[config.mk]
export PLATFORM = sky130hd
export DESIGN_NAME = bif_hdr_scan
export DESIGN_NICKNAME = d
export VERILOG_FILES = /design/src/rtl/core/bif_pkg.sv /design/src/rtl/core/bif_hdr_scan.sv
export SDC_FILE = /design/constraint.sdc
export NUM_CORES = 1
export LEC_CHECK = 0
export BUFFER_PORTS_ARGS = -buffer_cell sky130_fd_sc_hd__clkbuf_2
export CORE_MARGIN = 4
export CORE_UTILIZATION = 56
export DETAILED_ROUTE_END_ITERATION = 7
export PLACE_DENSITY = 0.95
export SLEW_MARGIN = 25
export SYNTH_ARGS = -nofsm -noshare
export SYNTH_HDL_FRONTEND = slang
export SYNTH_SLANG_ARGS = --single-unit
[constraint.sdc]
create_clock -name vclk -period 8.6
set_input_delay 1.72 -clock vclk [all_inputs]
set_output_delay 1.72 -clock vclk [all_outputs]
set_load 0.05 [all_outputs]
[src/rtl/core/bif_pkg.sv]
// bif_pkg: shared constants, state encoding and header-scan result type
// for the batched instruction fetch block. No dependencies.
package bif_pkg;

  localparam int WORD_W        = 16;   // program word width
  localparam int CNT_W         = 11;   // program counter / length width
  localparam int RUN_W         = 4;    // run length width
  localparam int BATCH_IDX_W   = 4;    // word index inside a 16-word batch
  localparam int WADDR_W       = 10;   // write address field width
  localparam int DEFAULT_DEPTH = 1024; // program memory depth

  localparam logic CMD_WRITE = 1'b0;
  localparam logic CMD_FETCH = 1'b1;

  typedef enum logic [3:0] {
    ST_IDLE = 4'b0001,
    ST_HDR  = 4'b0010,
    ST_ERR  = 4'b0100,
    ST_WORD = 4'b1000
  } bif_state_t;

  // Outcome of decoding one batch header against the counter.
  typedef struct packed {
    logic [CNT_W-1:0] pc_step;  // counter after stepping past the header
    logic [RUN_W-1:0] count;    // words to emit
    logic             trunc;    // run cut short by program end
    logic             none;     // no readable word after stepping
  } bif_plan_t;

endpackage

[src/rtl/core/bif_hdr_scan.sv]
// bif_hdr_scan: decodes a batch header into the run to emit, bounded by
// the batch end and by the program length. Depends on bif_pkg.
module bif_hdr_scan import bif_pkg::*; (
  input  logic [WORD_W-1:0] header,
  input  logic [CNT_W-1:0]  pc,
  input  logic [CNT_W-1:0]  prog_len,
  output bif_plan_t         plan
);

  logic [BATCH_IDX_W-1:0] sbit;
  logic [CNT_W-1:0]       pcs;
  logic [WORD_W-1:0]      diff;
  logic [BATCH_IDX_W:0]   stop;
  logic [RUN_W-1:0]       run;
  logic [CNT_W-1:0]       avail;

  always_comb begin
    // counter on the header word steps past it
    if (pc[BATCH_IDX_W-1:0] == '0) begin
      pcs  = pc + CNT_W'(1);
      sbit = BATCH_IDX_W'(1);
    end else begin
      pcs  = pc;
      sbit = pc[BATCH_IDX_W-1:0];
    end

    // first bit position above sbit that differs from header[sbit]
    diff = header ^ {WORD_W{header[sbit]}};
    stop = (BATCH_IDX_W+1)'(WORD_W);
    for (int j = WORD_W - 1; j >= 1; j--) begin
      if (((BATCH_IDX_W+1)'(j) > {1'b0, sbit}) && diff[j]) begin
        stop = (BATCH_IDX_W+1)'(j);
      end
    end
    run = RUN_W'(stop - {1'b0, sbit});

    avail        = prog_len - pcs;
    plan.pc_step = pcs;
    plan.none    = !(pcs < prog_len);
    plan.trunc   = avail < CNT_W'(run);
    plan.count   = plan.trunc ? avail[RUN_W-1:0] : run;
  end

endmodule

==> key figures <==
Global route
  • First-pass GRT wire length: about 10000 um
  • Vias in the first global route: 2252
  • Gr usage total: 28.07%
  • Gr ovfl total: 0
  • Initial antenna violation count: 0
  • Largest net degree at the start of global routing: 25

Synthesis
  • Sequential element share of the synthesized area: 0%
  • Post-Synth XOR/XNOR Area: 5.369%
  • Area leader, netlist: ha_1
  • Compound-Gate Fraction of Synth Area: 37.52%
  • Multiplexer share of the synthesized area: under 10%
  • Main area contributors after synthesis: ha_1 (14%), inv_1 (5.4%), mux2i_1 (4.7%)
  • Largest family of logic cells by synthesized area: compound AO/OA/AOI/OAI gates
  • Yosys warns: 0
  • Yosys top cell area share: between 10% and 20%
  • Cells after Synth: around 270
  • Synth Area in Simple Gates: around 24%
  • Synth unique cells: 71
  • Syn_nets: 335
  • Synthesized area: 0.001934 mm^2
  • Adder-Cell Fraction of Synth Area: between 15 and 20%
  • Mean Syn Cell Area: 7.086 um^2

Drt
  • Vias: 2708
  • Residual DRC: 0
  • Routed Wire Length: between 7000 and 8000 um
  • Drt initial violations: ~300
  • 1st-pass router iterations: 5
  • Antenna viol nets, final: 0
  • Vias/cell: around 7
  • DR WL/cell: between 15 and 20 um

Worst setup path
  • Cell mode on critical path: nor2_1
  • CP Capture Type: output port
  • Worst path arrival time: about 7.0 ns
  • Nature of the critical path startpoint: primary input
  • CP top delay family: simple AND/OR/NAND/NOR gates
  • WS Path Type: primary input to output port
  • Max incr delay on CP: slightly above 0.4 ns
  • Critical path's slowest cell: or3b_4
  • CP max FO: 8
  • Worst Path Buf+Inv: 6
  • Required time of the worst setup path: roughly 7 ns

Finish
  • Syn-to-layout area delta: 42.17%
  • Fin cells: ~400
  • Finished Cell Area: around 0.0028 mm^2
  • Filler cells: around 200
  • # nets final: about 410
  • Reg area: 0 um^2
  • # diodes: 0
  • Share of layout cells above drive strength 1: roughly 41%
  • Seq cells: 0
  • Clock buf count: 0

Floorplanning
  • Initial Utilization: 57.97%
  • # IOs: between 50 and 60
  • Die area: between 0.004 and 0.005 mm^2
  • Site Rows: 21
  • Core area: between 0.003 and 0.004 mm^2
  • Die height: between 60 and 70 um
  • Chip Width: ~67 um

Power
  • Power density cells: roughly 130 mW/mm^2
  • Leak Pwr: 0.001278 uW
  • Maximum VDD drop: 0.05775 mV

Worst hold path
  • Hold Crit Depth: 2
  • WHS Endpoint: plan[10]
  • Worst Hold Class: primary input to output port
  • Hold Path Origin: pc[4]

Placed design
  • GP Congestion: 1.054
  • Port buffer count: 55
  • Dpl hpwl: 5005 um
  • Placement Cell Area: 0.002474 mm^2
  • Placed insts: roughly 390
  • Worst slack at placement: -0.4281 ns

Timing
  • Final WS setup: -0.09982 ns
  • Final Hold Vio Count: 0
  • Finish-stage setup viols: 3
  • Hold_ws: 3.752 ns
  • Tmin final: roughly 8.7 ns
  • Tcrit/Tclk final: 101.2%
  • Peak Freq: around 0.11 GHz
  • Worst-margin pin slew: approximately 0.56 ns
  • Slew margin rel.: between 60% and 70%
  • RSZ-0062 raised after global routing: true
  • Setup TNS: -0.2915 ns
  • Final Max Tran Viols: 0

Status
  • Failing checks: setup timing
  • Outcome: finished, violations left

Flow run
  • Max-Cap Viols: 0

CTS
  • CTS Hold Bufs: 0
==> how the worst max path moves through the flow <==
| stage | startpoint | end | slack, ns | cells past startpoint |
|---|---|---|---|---|
| global route | pc[0] | plan[3] | -0.31 | 28 |
| finish | pc[0] | plan[3] | -0.1 | 29 |
| detailed placement | pc[1] | plan[2] | -0.43 | 28 |
| floorplan | pc[2] | plan[2] | 0.02 | 26 |
| global placement | pc[0] | plan[2] | -0.20 | 28 |
| CTS | pc[1] | plan[2] | 0.05 | 29 |
==> layout make-up <==
type	count	area, um^2	share of cell area, %
multi-input combinational	228	1952	70.97
timing repair buffer	93	626.9	22.79
inverter	29	113.9	4.140
tap	46	57.56	2.093
==> placed cells by master, fill, tap and decap left out, drive strengths merged, types with 6 or more instances in the layout <==
cell    instances
nand3           9
inv            29
nand2          18
buf            43
ha             22
o21ai          20
a31oi           7
a21oi          18
nand2b          6
clkbuf         50
mux2i          11
nor2           20
nor2b           7
xnor2           8
o211ai          6
==> routing by layer <==
metal	vias to the layer above	share of wire (%)	routed length, um	GRT usage (%)
met5	-	0	0	0
met4	0	6.3	492	10.91
met3	61	11	870	1.180
met2	274	47	3707	50.87
met1	1199	35	2767	34.41
li1	1174	-	-	-
==> metrics by stage <==
step | power, uW | utilization (%)
floorplan | 207.5 | -
global route | 371.7 | 82.41
finish | 353.0 | 82.41
detailed placement | 287.2 | 74.13
CTS | 302.9 | 76.30
global placement | 275.9 | 74.13
==> cell usage after synthesis, drive strengths merged, types with 3 or more instances <==
master	count
nand3	9
a21oi	18
o21a	3
a21o	3
nand4	5
a22oi	5
nor4	3
nor3	4
o211ai	6
nand2b	6
a221oi	3
o21ai	20
ha	22
buf	7
a22o	4
clkbuf	9
nor2b	7
nand2	18
a21boi	4
xnor2	8
nor2	20
xor2	3
mux2i	11
inv	29
a31oi	7
==> timing repair <==
action,4_1_cts,5_1_grt
endpoints found under the setup margin,5,5
setup buffers,1,9
resized for setup,12,33
pin swaps,2,18
==> logic make-up (layout without fill, tap and decap cells) <==
logic type | after synthesis | count (layout)
fa+ha+maj | 24 | 24
compound gates | 98 | 98
mux | 11 | 11
simple gates | 84 | 84
buf+inv | 45 | 122
xor+xnor | 11 | 11
==> where the power goes <==
part,internal [uW],total [uW],switching [uW]
logic,154,353,199
registers,0,0,0
clock network,0,0,0
total,154,353,199
Note: power is estimated with default switching activity, not from simulation.
